<file path="src/rtl/core/fmf_pkg.sv">
`default_nettype none

package fmf_pkg;

    // Identifier width and presence map word geometry
    localparam int ID_W         = 16;
    localparam int WORD_BITS    = 64;
    localparam int WORD_SHIFT   = 6;
    localparam int DEF_MAP_BITS = 256;

    typedef logic [ID_W-1:0] t_id;

endpackage

`default_nettype wire

</file>
<file path="src/rtl/core/fmf_ram.sv">
`default_nettype none

module fmf_ram #(
    parameter int WIDTH = 64,
    parameter int DEPTH = 4
) (
    input  wire logic                                   i_clk,
    input  wire logic                                   i_we,
    input  wire logic [((DEPTH > 1) ? $clog2(DEPTH) : 1)-1:0] i_waddr,
    input  wire logic [WIDTH-1:0]                       i_wdata,
    input  wire logic [((DEPTH > 1) ? $clog2(DEPTH) : 1)-1:0] i_raddr,
    output logic      [WIDTH-1:0]                       o_rdata
);

    logic [WIDTH-1:0] r_mem [DEPTH];
    logic [WIDTH-1:0] r_rdata;

    // one write port, one registered read port
    always_ff @(posedge i_clk) begin
        if (i_we) begin
            r_mem[i_waddr] <= i_wdata;
        end
        r_rdata <= r_mem[i_raddr];
    end

    assign o_rdata = r_rdata;

endmodule

`default_nettype wire

</file>
<file path="src/rtl/core/first_missing_id_finder_unit.sv">
`default_nettype none
// Channel  | Valid       | Ready       | Payload
// ---------+-------------+-------------+------------------------------
// input    | i_in_valid  | o_in_ready  | i_id_value, i_last_item
// result   | o_out_valid | i_out_ready | o_hole_value
//
// A non-last beat is accepted, then a read-modify-write marks at most one
// 64-bit word of the presence map RAM (one read port, one write port).
// A last beat adds a setup state, a read and a check state per scanned map word
// (ceil(min(count, MAP_BITS) / 64) words at most) and a handoff state.
// Reset clears the counter, base and per-word valid flags at once; no sweep.
// A held result stalls the next set at its handoff; input waits until it drains.

module first_missing_id_finder_unit #(
    parameter int MAP_BITS = fmf_pkg::DEF_MAP_BITS
) (
    input  wire logic                     i_clk,
    input  wire logic                     i_rst_n,
    input  wire logic                     i_in_valid,
    output logic                          o_in_ready,
    input  wire logic signed [fmf_pkg::ID_W-1:0] i_id_value,
    input  wire logic                     i_last_item,
    output logic                          o_out_valid,
    input  wire logic                     i_out_ready,
    output logic signed [fmf_pkg::ID_W-1:0] o_hole_value
);

    import fmf_pkg::*;

    localparam int NWORDS = (MAP_BITS + WORD_BITS - 1) / WORD_BITS;
    localparam int WAW    = (NWORDS > 1) ? $clog2(NWORDS) : 1;
    localparam int CW     = $clog2(MAP_BITS + 1);

    localparam logic [2:0] S_IDLE = 3'd0;
    localparam logic [2:0] S_MARK = 3'd1;
    localparam logic [2:0] S_INIT = 3'd2;
    localparam logic [2:0] S_SRD  = 3'd3;
    localparam logic [2:0] S_SCK  = 3'd4;
    localparam logic [2:0] S_DONE = 3'd5;

    logic [2:0]            r_state;
    logic [2:0]            n_state;
    t_id                   r_base;
    t_id                   r_count;
    logic [NWORDS-1:0]     r_wvalid;
    logic                  r_mark;
    logic                  r_last;
    logic [WAW-1:0]        r_mword;
    logic [WORD_SHIFT-1:0] r_mbit;
    logic [WAW-1:0]        r_word;
    logic [WAW-1:0]        r_last_word;
    logic [WORD_SHIFT-1:0] r_last_bit;
    t_id                   r_res;
    logic                  r_ovalid;
    t_id                   r_out;

    logic                  accept;
    logic                  load_out;
    logic [16:0]           off;
    logic [16:0]           off_word;
    logic                  off_in_map;
    logic [WAW-1:0]        ram_raddr;
    logic                  ram_we;
    logic [WORD_BITS-1:0]  ram_wdata;
    logic [WORD_BITS-1:0]  ram_rdata;
    logic [WORD_BITS-1:0]  word_data;
    logic [WORD_BITS-1:0]  occ;
    logic                  found;
    logic [WORD_SHIFT-1:0] idx;
    t_id                   hole_off;
    logic [CW-1:0]         bound;
    logic [CW-1:0]         bound_m1;

    assign accept   = i_in_valid && o_in_ready;
    assign load_out = (r_state == S_DONE) && (!r_ovalid || i_out_ready);

    // offset of the incoming id from the base, 17-bit two's complement
    assign off        = {i_id_value[ID_W-1], i_id_value} - {r_base[ID_W-1], r_base};
    assign off_word   = off >> WORD_SHIFT;
    assign off_in_map = !off[16] && (off < 17'(MAP_BITS));

    // search bound: min(count, MAP_BITS)
    assign bound    = (r_count < ID_W'(MAP_BITS)) ? r_count[CW-1:0] : CW'(MAP_BITS);
    assign bound_m1 = CW'(bound - 1'b1);

    // RAM read address: word of the incoming beat, or the scan word
    assign ram_raddr = (r_state == S_IDLE) ? off_word[WAW-1:0] : r_word;

    // mark write: unwritten words read as zero
    assign ram_we    = (r_state == S_MARK) && r_mark;
    assign ram_wdata = (r_wvalid[r_mword] ? ram_rdata : '0)
                     | (WORD_BITS'(1) << r_mbit);

    fmf_ram #(
        .WIDTH (WORD_BITS),
        .DEPTH (NWORDS)
    ) u_map (
        .i_clk   (i_clk),
        .i_we    (ram_we),
        .i_waddr (r_mword),
        .i_wdata (ram_wdata),
        .i_raddr (ram_raddr),
        .o_rdata (ram_rdata)
    );

    // first clear offset in the scanned word; base bit and bits past bound count as set
    assign word_data = r_wvalid[r_word] ? ram_rdata : '0;

    always_comb begin
        occ = '0;
        idx = '0;
        for (int b = 0; b < WORD_BITS; b++) begin
            occ[b] = word_data[b]
                   || ((r_word == '0) && (b == 0))
                   || ((r_word == r_last_word) && (WORD_SHIFT'(b) > r_last_bit));
        end
        for (int b = WORD_BITS - 1; b >= 0; b--) begin
            if (!occ[b]) begin
                idx = WORD_SHIFT'(b);
            end
        end
    end

    assign found    = !(&occ);
    assign hole_off = (ID_W'(r_word) << WORD_SHIFT) | ID_W'(idx);

    // sequencer
    always_comb begin
        n_state = r_state;
        unique case (r_state)
            S_IDLE: if (accept) n_state = S_MARK;
            S_MARK: n_state = r_last ? S_INIT : S_IDLE;
            S_INIT: n_state = (bound < CW'(2)) ? S_DONE : S_SRD;
            S_SRD:  n_state = S_SCK;
            S_SCK:  n_state = (found || (r_word == r_last_word)) ? S_DONE : S_SRD;
            S_DONE: if (load_out) n_state = S_IDLE;
            default: n_state = S_IDLE;
        endcase
    end

    // control state
    always_ff @(posedge i_clk) begin
        if (!i_rst_n) begin
            r_state  <= S_IDLE;
            r_base   <= '0;
            r_count  <= '0;
            r_wvalid <= '0;
            r_mark   <= 1'b0;
            r_last   <= 1'b0;
            r_ovalid <= 1'b0;
        end else begin
            r_state <= n_state;
            if (accept) begin
                r_count <= ID_W'(r_count + 1'b1);
                r_last  <= i_last_item;
                r_mark  <= 1'b0;
                if (r_count == '0) begin
                    r_base   <= i_id_value;
                    r_wvalid <= '0;
                end else if (r_count < ID_W'(MAP_BITS)) begin
                    r_mark <= off_in_map;
                end
            end
            if (ram_we) begin
                r_wvalid[r_mword] <= 1'b1;
            end
            if (load_out) begin
                r_count  <= '0;
                r_ovalid <= 1'b1;
            end else if (i_out_ready) begin
                r_ovalid <= 1'b0;
            end
        end
    end

    // datapath
    always_ff @(posedge i_clk) begin
        if (accept) begin
            r_mword <= off_word[WAW-1:0];
            r_mbit  <= off[WORD_SHIFT-1:0];
        end
        if (r_state == S_INIT) begin
            r_word      <= '0;
            r_last_word <= WAW'(bound_m1 >> WORD_SHIFT);
            r_last_bit  <= bound_m1[WORD_SHIFT-1:0];
            r_res       <= ID_W'(r_base + r_count);
        end
        if (r_state == S_SCK) begin
            if (found) begin
                r_res <= ID_W'(r_base + hole_off);
            end else begin
                r_word <= WAW'(r_word + 1'b1);
            end
        end
        if (load_out) begin
            r_out <= r_res;
        end
    end

    assign o_in_ready   = (r_state == S_IDLE);
    assign o_out_valid  = r_ovalid;
    assign o_hole_value = r_out;

    // scan never runs past the last word in bound
    a_scan_bound: assert property (@(posedge i_clk) disable iff (!i_rst_n)
        (r_state == S_SCK) |-> (r_word <= r_last_word))
        else $error("scan word past bound");

    // a marked word is flagged valid right after its write
    a_mark_valid: assert property (@(posedge i_clk) disable iff (!i_rst_n)
        ram_we |=> r_wvalid[$past(r_mword)])
        else $error("marked word not flagged valid");

    // results appear only from the handoff state
    a_out_src: assert property (@(posedge i_clk) disable iff (!i_rst_n)
        $rose(o_out_valid) |-> ($past(r_state) == S_DONE))
        else $error("result raised outside handoff");

    // a finished set always restarts with a new base
    a_count_clr: assert property (@(posedge i_clk) disable iff (!i_rst_n)
        load_out |=> (r_count == '0) && (r_state == S_IDLE))
        else $error("count not cleared after result");

endmodule

`default_nettype wire
</file>
<file path="config.mk">
export PLATFORM = sky130hd
export DESIGN_NAME = first_missing_id_finder_unit
export DESIGN_NICKNAME = d
export VERILOG_FILES = /design/src/rtl/core/fmf_pkg.sv /design/src/rtl/core/fmf_ram.sv /design/src/rtl/core/first_missing_id_finder_unit.sv
export SDC_FILE = /design/constraint.sdc
export NUM_CORES = 1
export LEC_CHECK = 0
export BUFFER_PORTS_ARGS = -buffer_cell sky130_fd_sc_hd__buf_2
export CAP_MARGIN = 20
export CORE_MARGIN = 5
export CORE_UTILIZATION = 45
export DETAILED_ROUTE_END_ITERATION = 12
export PLACE_DENSITY = 0.72
export SYNTH_ARGS = -nofsm -noshare
export SYNTH_HDL_FRONTEND = slang
export SYNTH_SLANG_ARGS = --single-unit
</file>
<file path="constraint.sdc">
create_clock -name i_clk -period 10 [get_ports i_clk]
set_input_delay 1 -clock i_clk [delete_from_list [all_inputs] [get_ports i_clk]]
set_output_delay 1 -clock i_clk [all_outputs]
set_load 0.01 [all_outputs]
</file>
Yosys cells after proc, flatten, opt, wreduce, memory -nomap -nowiden
Memories as Yosys holds them, arrays and structs flattened. A register that Yosys moved wholly into a read port is not among the register bits.
Cells that the tools add are included.
- $add $sub $neg: 6
- $mul: 0
- div/mod/pow operators: 0
- order comparisons: 70
- eq/ne operators: 8
- shifts and indexed selects: 1
- mux-type cells: 96
- bitwise logic cells: 4
- reduce and logical (&&, ||, !) cells: 147
- operators by type and width (cell ; number):
    two-way mux 6 bit ; 64
    > comparator 6 bit (first input constant) ; 32
    two-way mux 64 bit ; 2
    > comparator 5 x 6 -> 1 bit (first input constant) ; 16
    logical AND 1 bit ; 69
    logical OR 1 bit ; 67
    OR 64 bit ; 1
    AND reduction 64 bit ; 1
    left shift 1 x 6 -> 64 bit (first input constant) ; 1
    > comparator 4 x 6 -> 1 bit (first input constant) ; 8
    two-way mux 16 bit ; 3
    > comparator 3 x 6 -> 1 bit (first input constant) ; 4
    one-hot mux 3 bit (6 select lines) ; 1
    < comparator 17 x 9 -> 1 bit (second input constant) ; 1
    subtractor 16 x 16 -> 17 bit ; 1
    adder 16 x 1 -> 16 bit (second input constant) ; 1
    adder 16 bit ; 1
    adder 16 x 8 -> 16 bit ; 1
    zero test 16 bit ; 1
    < comparator 16 x 9 -> 1 bit (second input constant) ; 1
    two-way mux 4 bit ; 4
    > comparator 1 x 6 -> 1 bit (first input constant) ; 2
    > comparator 2 x 6 -> 1 bit (first input constant) ; 2
    two-way mux 3 bit ; 4
    25 further kinds ; 44
- flip-flop bits (word level): 92
- latch bits: 0
- memory bits (writable): 256
- memory bits (read-only): 0
- input port bits: 21
- output and inout bits: 18
- word-level logic and storage cells: 347
- memories: 1
- memory list (memory ; depth ; bits a word ; read ports ; clocked after memory_dff ; write ports ; line ; text):
    u_map.r_mem ; 4 ; 64 ; 1 ; 1 ; 1 ; fmf_ram.sv:15 ; logic [WIDTH-1:0] r_mem [DEPTH];

Depth between registers and ports, before layout
Gate-level depths: netlist of the first run.
- depth in word-level cells: 72
- mapped depth: 24
- depth with buffers taken out: 19

Cells and area by module
From an unflattened synthesis of the first run, not the netlist that was laid out.
- cell total of the unflattened synthesis: 1522
- area total of the unflattened synthesis: 19363.6 µm²
- by module, submodules not included (module ; instances ; cells each ; area each (µm²) ; seq. area each (µm²)):
    fmf_ram ; 1 ; 402 ; 10622.7 ; 8968.6
    first_missing_id_finder_unit ; 1 ; 1120 ; 8740.9 ; 2162.1

Least setup slack after synthesis of the first run
No wires, ideal clock.
- path type: flip-flop to flip-flop
- start point: reg r_state[0]
- end point: mem u_map.r_mem[0][0] (enable)
- setup time: 495 ps
- data arrival time: 3941 ps
- data required time: 9505 ps
- path slack: 5565 ps
- stages on the path, launching flop included: 6
- path buffers: 1
- clock period less this slack: 4435 ps
- cells stage by stage: dfxtp_1 -> clkbuf_1 -> nor2b_1 -> and3b_1 -> nor2b_1 -> nor2b_1
- longest elaborated chain between the ends: 4
- RTL lines (item ; line ; text):
    start: declaration ; first_missing_id_finder_unit.sv:41 ; logic [2:0] r_state;
    start signal: assignment ; first_missing_id_finder_unit.sv:152 ; r_state <= n_state;
    equality test 3 x 1 -> 1 bit ; first_missing_id_finder_unit.sv:90 ; assign ram_we = (r_state == S_MARK) && r_mark;
    logical AND 1 bit ; first_missing_id_finder_unit.sv:90 ;
    two-way mux 1 bit ; fmf_ram.sv:20 ; if (i_we) begin
    two-way mux 1 bit (implied by the code) ; fmf_ram.sv:21 ; r_mem[i_waddr] <= i_wdata;
    end: declaration ; fmf_ram.sv:15 ;
Every way passes these cells.

Worst setup path after layout of the first run
- start point: reg r_last_bit[4]
- end point: reg r_res[12]
- longest elaborated chain between the ends: 71
- elaborated cells between the ends (all ways): 261
- classes of those cells: 1 x add/sub; 64 x order compare; 66 x mux; 1 x bitwise; 129 x reduce/logical
- RTL lines (item ; line ; text):
    start: declaration ; first_missing_id_finder_unit.sv:52 ; logic [WORD_SHIFT-1:0] r_last_bit;
    start signal: assignment ; first_missing_id_finder_unit.sv:185 ; r_last_bit <= bound_m1[WORD_SHIFT-1:0];
    > comparator 6 bit ; first_missing_id_finder_unit.sv:115 ; || ((r_word == r_last_word) && (WORD_SHIFT'(b) > r_last_bit));
    logical AND 1 bit ; first_missing_id_finder_unit.sv:115 ;
    logical OR 1 bit ; first_missing_id_finder_unit.sv:115 ;
    two-way mux 6 bit (64 in series) ; first_missing_id_finder_unit.sv:118 ; if (!occ[b]) begin
    OR 8 x 6 -> 8 bit ; first_missing_id_finder_unit.sv:125 ; assign hole_off = (ID_W'(r_word) << WORD_SHIFT) | ID_W'(idx);
    adder 16 x 8 -> 16 bit ; first_missing_id_finder_unit.sv:190 ; r_res <= ID_W'(r_base + hole_off);
    two-way mux 16 bit (*) ; first_missing_id_finder_unit.sv:189 ; if (found) begin
    two-way mux 16 bit (*) ; first_missing_id_finder_unit.sv:188 ; if (r_state == S_SCK) begin
    end signal: assignment ; first_missing_id_finder_unit.sv:186 ; r_res <= ID_W'(r_base + r_count);
    end signal: assignment ; first_missing_id_finder_unit.sv:190 ;
    end: declaration ; first_missing_id_finder_unit.sv:53 ; t_id r_res;
Every way passes the cells marked *; elsewhere a longest branch is shown, timed or not.
A chain may end at the register's enable or synchronous reset.

==> results of run 1 <==
-- power by group through the flow --
stage	Combinational (mW)	Clock (mW)	Sequential, mW
6_report	0.641	1.60	2.10
3_3_place_gp	0.623	0	2.13
5_1_grt	0.715	1.71	2.11
4_1_cts	0.645	1.63	2.10
3_5_place_dp	0.640	0	2.13
2_1_floorplan	0.495	0	2.04
-- flip-flops by register name (all words and copies together), names as in the netlist, 6 cells and up --
name,count
o_hole_value,16
r_count,16
u_map.o_rdata,64
u_map.r_mem,256
r_mbit,6
r_last_bit,6
r_base,16
r_res,16
-- layer usage --
| metal | vias up | routed length [microns] |
|---|---|---|
| met1 | 7097 | 22800 |
| met3 | 104 | 3040 |
| met4 | 0 | 1430 |
| li1 | 6776 | - |
| met2 | 451 | 24300 |
| met5 | - | 0 |
-- layout make-up --
type | count | area [sq um] | share of cell area
well taps | 585 | 732 | 0.0335
clock inverters | 19 | 180 | 0.00825
clock buffers | 60 | 1250 | 0.0573
repair buffers | 63 | 375 | 0.0172
inverters | 45 | 169 | 0.00773
multi-input cells | 1248 | 8010 | 0.367
flip-flops and latches | 412 | 11100 | 0.509
-- cells in the mapped netlist, types with 7 or more instances --
cell type	n	area, sq um
o31ai_1	7	52.6
a31oi_1	77	482
a211oi_1	75	563
nand3_1	29	145
xnor2_1	33	289
xor2_1	22	193
clkbuf_1	68	255
or2_2	9	56.3
or3_1	11	68.8
and2_1	71	444
a21oi_1	63	315
buf_2	15	75.1
and3_1	13	81.3
buf_1	8	30.0
nand2b_1	16	100
mux2i_1	14	140
nor2b_1	22	138
o21ai_0	67	335
a21o_1	17	128
o21a_1	11	82.6
nor3_1	34	170
edfxtp_1	288	8650
dfxtp_1	124	2480
nor4_1	10	62.6
ha_1	43	538
inv_1	42	158
a21boi_0	13	97.6
nor2_1	78	293
nand2_1	279	1050
o31a_1	7	61.3
o21bai_1	8	60.1
a22oi_1	8	60.1
o211ai_1	13	97.6
o2111ai_1	7	61.3
a22o_1	51	447
nand4_1	17	106
mux2_2	8	90.1
buf_6	9	101
-- logic make-up (layout without fill, tap and decap cells) --
family,count (synthesis),after routing,synth area share
buffers and inverters,149,187,0.0334
AOI/OAI and AO/OA,495,495,0.177
adders and majority gates,46,46,0.0303
muxes,26,26,0.0153
and+or+nand+nor,625,625,0.156
DFF,412,412,0.563
xor gates and xnor gates,56,56,0.0252
-- layout by cell type, fill, tap and decap left out, drive strengths merged, types with 9 or more instances in the layout --
cell and count:
a31oi 77, nor4 13, or3 11, dfxtp 124, buf 62, edfxtp 288, a22o 51, o211ai 14
ha 43, nor2b 22, nand2 280, a21o 17, or2 10, and3 13, clkbuf 61, nand4 17
mux2 10, a211oi 75, a21oi 64, clkinv 14, a21boi 18, nand3 30, and2 73, inv 46
xnor2 34, o21ai 75, nor3 38, xor2 22, mux2i 14, a22oi 9, nand2b 17, o21a 11
nor2 79
-- path summary, 6_finish.rpt --
kind / from / endpoint / cells past startpoint
setup / recovery: r_last_bit[4] / r_res[12] / 19
hold / removal: r_res[12] / o_hole_value[12] / 0
setup reg to reg: r_last_bit[4] / r_res[12] / 19
hold reg to reg: r_res[12] / o_hole_value[12] / 0
-- worst reg2reg max path, delay by kind of cell (launching register included) --
kind | cells | cell delay, ps
buf+inv | 1 | 60
mux | 1 | 270
simple gates | 4 | 1400
compound gates | 10 | 2290
xor+xnor | 1 | 150
fa+ha+maj | 2 | 560
flops | 1 | 760
-- through the flow --
stage,hold slack (ps),worst slack (ps),area [sq um],cells,util
2_1_floorplan,408,5560,19800,1809,-
3_3_place_gp,419,4490,20400,2351,0.472
3_5_place_dp,416,4490,20400,2352,0.472
4_1_cts,429,4480,21800,2431,0.505
5_1_grt,433,4120,21900,2432,0.505
6_report,427,4400,21900,2432,0.505
==> Implementation_results.wiki, run 1 <==
{| class="wikitable"
! Metric !! Value
|-
| Result of the run || complete, no violations
|-
| Relative area change from synthesis to final layout || 10.6%
|-
| Average wire per cell in the routed design || 21.2 microns
|-
| Predominant post-synthesis flop cell || edfxtp_1
|-
| Max IR drop VDD || 0.173 mV
|-
| Diodes inserted || 0
|-
| Leakage power || 7.29 nW
|-
| Clock network fraction of design power || 0.368
|-
| Master of the slowest instance on the critical path || edfxtp_1
|-
| CP most frequent cell || a21oi_1
|-
| Proportion of synthesized flip-flops having asynchronous set or reset || 0
|-
| TritonCTS Sinks || 412
|-
| Fill cell count || 3808
|-
| Class of the tightest hold or removal check || flop to flop
|-
| Avg Synthesized Cell Area || 10.9 sq um
|-
| Clock tree root driver cell || clkbuf_16
|-
| Number of buffers added by the clock tree synthesis step || 43
|-
| Final total power || 4.34 mW
|-
| I/O pin cnt || 39
|-
| Final estimated routing congestion in global placement || 0.945
|-
| FP Rows || 76
|-
| Clock-pin slew on the worst setup and hold paths || 60 ps
|-
| P per Cell Area || 199 mW/mm^2
|-
| Worst Setup Start Kind || flop
|-
| Number of nets in the layout || 1880
|-
| Remaining antenna violation count || 0
|-
| Post-CTS setup buffers || 0
|-
| Setup Viol. Count Final || 0
|-
| Total routing resource utilization after global routing || 0.212
|-
| DR vias/cell || 5.93
|-
| First-pass GRT wire length || 79800 microns
|-
| Number of gates resized after CTS || 0
|-
| Pin count of the biggest net entering global routing || 69
|-
| Pint || 3.14 mW
|-
| Sequential power share || 0.484
|-
| Number of cells produced by synthesis || 1809
|-
| DPL Wire Length || 34000 microns
|-
| Chain of cells forming the critical path || nor2_1 -> and3_1 -> a21oi_1 -> o22ai_1 -> nor4b_1 -> o2111ai_1 -> a211oi_1 -> o311a_1 -> ha_1 -> inv_1 -> fa_1 -> nor2b_1 -> o21ai_0 -> a21oi_1 -> o21ai_0 -> a21oi_1 -> o2111ai_1 -> xnor2_1 -> mux2_2
|-
| Worst slew pin tran || 956 ps
|-
| DR vias || 14400
|-
| Critical path peak fanout || 21
|-
| Detailed Routing Iterations Pass 1 || 5
|-
| Total wire length || 51600 microns
|-
| Count of pins over their slew limit || 0
|-
| I/O Buffers || 38
|-
| Met3 track demand over resource || 0.0334
|-
| Initial drt markers || 1287
|-
| Final hold vios || 0
|-
| CTS tree || yes
|-
| Share of final-layout standard cells stronger than drive strength 1 || 0.0996
|-
| Mapped cell area || 0.0198 sq mm
|-
| Final critical path time including I/O delays and setup || 5600 ps
|-
| Most crowded layer after global routing || met2
|-
| Post-Route Setup TNS || 0 ps
|-
| Synthesized net count || 1876
|-
| Height of the die || 220 microns
|-
| Worst path required time || 10450 ps
|-
| DIE WIDTH || 220 microns
|-
| Crit Path Category || flop to flop
|-
| Number of flops mapped to enable cells by yosys || 288
|-
| Highest Clock Rate || 179 MHz
|-
| Switching power as a share of total power || 0.278
|-
| Later-pin clock latency in the skew report || 570 ps
|-
| Sequential element share of the synthesized area || 0.563
|-
| DIE AREA || 0.0482 sq mm
|-
| Cell family with most CP delay || compound AO/OA/AOI/OAI gates
|-
| CP arrival || 6050 ps
|-
| Power dissipated by switching net loads || 1.21 mW
|-
| Worst max-slew margin expressed relative to the limit || 0.361
|-
| Largest stage delay on the critical path || 760 ps
|-
| Remaining Overflow, GRT || 0
|-
| Met2 global-route usage || 0.348
|-
| Buffers and inverters on the worst path || 1
|-
| Maximum Capacitance Violations || 0
|-
| Area of the core || 0.0433 sq mm
|-
| Setup repair after global routing missed its margin || false
|-
| Total DRC errors in the routed layout || 0
|-
| Global routing usage on met1 || 0.293
|-
| Number of hold buffers added after CTS || 0
|-
| Critical path endpoint category || flop
|-
| Vias in the first global route || 14000
|-
| Seq cells post-synth || 412
|-
| Minimum setup slack among reg-to-reg paths || 4400 ps
|-
| Comb power frac || 0.148
|-
| Share of the cycle needed by the critical path after routing || 0.560
|-
| Yosys Warn Count || 0
|-
| CTS H-tree depth || 2
|-
| Distinct cells, synth || 97
|-
| Maximum buffer depth of the clock tree || 3
|-
| Final worst clock skew || 15.9 ps
|-
| Number of antenna violations at the first check in global routing || 0
|-
| Initial Util || 0.457
|}
Power figures use the tool's default switching activity.
==> run 2: changes to the inputs <==
Settings changed: PLACE_DENSITY 0.72 to 0.75.
Clock period 10 ns to 4.6 ns, I/O delays scaled along.
==> run 2 against run 1 <==
Sequential cell count unchanged. Worst hold slack worse by 270 ps. Clock-buffer cell count fell by 2. Clock skew increased by 4.0 ps. Non-clock buffer count grew 137. Utilization increased by 3.4 points. Global-route usage up 0.99 points.
==> Implementation_results.wiki, run 2 (synthesis gave the netlist of run 1 again) <==
{| class="wikitable"
! Metric !! Value
|-
| Commonest cells after routing, fill and taps aside || 288 x edfxtp_1, 279 x nand2_1, 147 x buf_4, 123 x dfxtp_1, 76 x nor2_1
|-
| DR vias || 15000 (+3.8%)
|-
| DPL Wire Length || 36700 microns (+8.2%)
|-
| Post-Place Setup Slack || -238 ps (-4730 ps)
|-
| Worst slew pin tran || 1100 ps (+140 ps)
|-
| Placement Cell Area || 0.0215 sq mm (+5.4%)
|-
| I/O pin cnt || 39 (unchanged)
|-
| Most flops, register || u_map.r_mem
|-
| Result of the run || complete, no violations
|-
| Total routing resource utilization after global routing || 0.222 (+0.00991)
|-
| Leakage power || 8.05 nW (+11%)
|-
| Share of final-layout standard cells stronger than drive strength 1 || 0.188 (+0.0883)
|-
| Final hold vios || 0 (unchanged)
|-
| Fill cell count || 3659 (-3.9%)
|-
| Worst path required time || 5070 ps (-5380 ps)
|-
| DR vias/cell || 5.83 (-1.7%)
|-
| Highest Clock Rate || 225 MHz (+26%)
|-
| Total DRC errors in the routed layout || 0 (unchanged)
|-
| Number of buffers added by the clock tree synthesis step || 43 (unchanged)
|-
| Max IR drop VDD || 0.256 mV (+48%)
|-
| Max reg flops || 256 (unchanged)
|-
| DIE WIDTH || 220 microns (unchanged)
|-
| Diodes inserted || 0 (unchanged)
|-
| Average wire per cell in the routed design || 21.0 microns (-1.2%)
|-
| Multi-input gate area || 0.00831 sq mm (+3.8%)
|-
| Remaining antenna violation count || 0 (unchanged)
|-
| Final critical path time including I/O delays and setup || 4450 ps (-1150 ps)
|-
| Worst Setup Start Kind || flop
|-
| FP Rows || 76 (unchanged)
|-
| TritonCTS Sinks || 412 (unchanged)
|-
| I/O Buffers || 38 (unchanged)
|-
| Final total power || 9.61 mW (+120%)
|-
| Critical path endpoint category || flop
|-
| Worst max-slew margin expressed relative to the limit || 0.270 (-0.0913)
|-
| Total area of sequential cells || 0.0111 sq mm (about the same)
|-
| Setup Viol. Count Final || 0 (unchanged)
|-
| Maximum buffer depth of the clock tree || 3 (unchanged)
|-
| P per Cell Area || 412 mW/mm^2 (+110%)
|-
| Clock tree root driver cell || clkbuf_16
|-
| Vias in the first global route || 15000 (+7.3%)
|-
| Initial Util || 0.457 (unchanged)
|-
| Post-Layout Cell Count || 2570 (+5.7%)
|-
| Post-Route Setup TNS || 0 ps (unchanged)
|-
| Number of cells in the design after placement || 2484 (+5.6%)
|-
| Most common cell after layout, fill and taps aside || edfxtp_1
|-
| Area of the core || 0.0433 sq mm (unchanged)
|-
| Final estimated routing congestion in global placement || 1.04 (+10%)
|-
| Final setup margin || 151 ps (-4250 ps)
|-
| CTS H-tree depth || 2 (unchanged)
|-
| Share of the cycle needed by the critical path after routing || 0.967 (+0.407)
|-
| First-pass GRT wire length || 84100 microns (+5.4%)
|-
| CTS tree || yes
|-
| Class of the tightest hold or removal check || primary input to flop
|-
| Number of antenna violations at the first check in global routing || 0 (unchanged)
|-
| Worst hold slack || 158 ps (-269 ps)
|-
| Remaining Overflow, GRT || 0 (unchanged)
|-
| Clock-pin slew on the worst setup and hold paths || 60 ps (about the same)
|-
| Maximum Capacitance Violations || 0 (unchanged)
|-
| CP arrival || 4920 ps (-1130 ps)
|-
| Count of pins over their slew limit || 0 (unchanged)
|-
| Relative area change from synthesis to final layout || 18.0%
|-
| Total wire length || 53900 microns (+4.4%)
|-
| Post-route standard cell area excluding fillers || 0.0233 sq mm (+6.7%)
|-
| Final worst clock skew || 19.9 ps (+4.01 ps)
|-
| Critical path peak fanout || 7 (-67%)
|-
| Pin count of the biggest net entering global routing || 75 (+8.7%)
|-
| Number of hold buffers added after CTS || 0 (unchanged)
|-
| Height of the die || 220 microns (unchanged)
|-
| Layout Utilization || 0.539 (+0.0337)
|-
| Initial drt markers || 1120 (-13%)
|-
| Crit Path Category || flop to flop
|-
| DIE AREA || 0.0482 sq mm (unchanged)
|-
| Detailed Routing Iterations Pass 1 || 8 (+3)
|-
| Number of nets in the layout || 2017 (+7.3%)
|-
| Later-pin clock latency in the skew report || 580 ps (about the same)
|}
run 2: cell types whose count changed in the layout (fill, tap and decap cells not counted), sizes merged:
cell      delta
clkinvlp     +3
buf        +138
inv          +2
clkbuf       -3
clkinv       -3
bufinv       +1
run 2: layer usage:
layer,part of all wire,GRT usage,up-vias
met1,0.43,0.296,7415
met2,0.49,0.376,431
met4,0.025,0.0634,0
li1,-,-,7040
met5,0,0,-
met3,0.054,0.0383,96
run 2: worst paths after layout:
path	cells after the start	startpoint	slack [ps]	endpoint
worst max-delay path	20	r_last_bit[1]	150	r_res[11]
worst min-delay path	3	i_id_value[0]	160	r_base[0]
worst max register to register	20	r_last_bit[1]	150	r_res[11]
worst min register to register	0	r_res[6]	430	o_hole_value[6]
run 2: critical path, cell delays in order (launching register included):
cell and delay [ps]:
edfxtp_1 480, buf_4 220, buf_4 140, buf_4 150, a31oi_2 150, o2111ai_2 140, o211ai_1 290, buf_4 170
o21ai_2 130, buf_4 180, nor4_2 330, and4_4 340, nor2b_2 230, ha_1 310, a21oi_1 190, o21ai_2 90
a211oi_2 180, buf_4 170, nor3_2 50, xnor2_1 140, mux2_2 260
run 2: report_power, final:
| part | switching (mW) | total [mW] | leakage, nW | internal (mW) |
|---|---|---|---|---|
| combinational | 0.908 | 1.51 | 4.12 | 0.607 |
| clock | 1.46 | 3.53 | 0.704 | 2.07 |
| sequential | 0.349 | 4.57 | 3.23 | 4.22 |
run 2: timing repair:
item / 4_1_cts / 5_1_grt
setup endpoints to repair: 6 / 9
buffers inserted: 1 / 5
pin swaps: 3 / 21
resized for setup: 10 / 59
run 2: area by class of cell:
class                   count  share of cell area
clock inverters            22              0.0100
repair buffers            200              0.0654
well taps                 585              0.0314
flip-flops and latches    412               0.478
inverters                  45             0.00741
multi-input cells        1248               0.357
clock buffers              58              0.0516
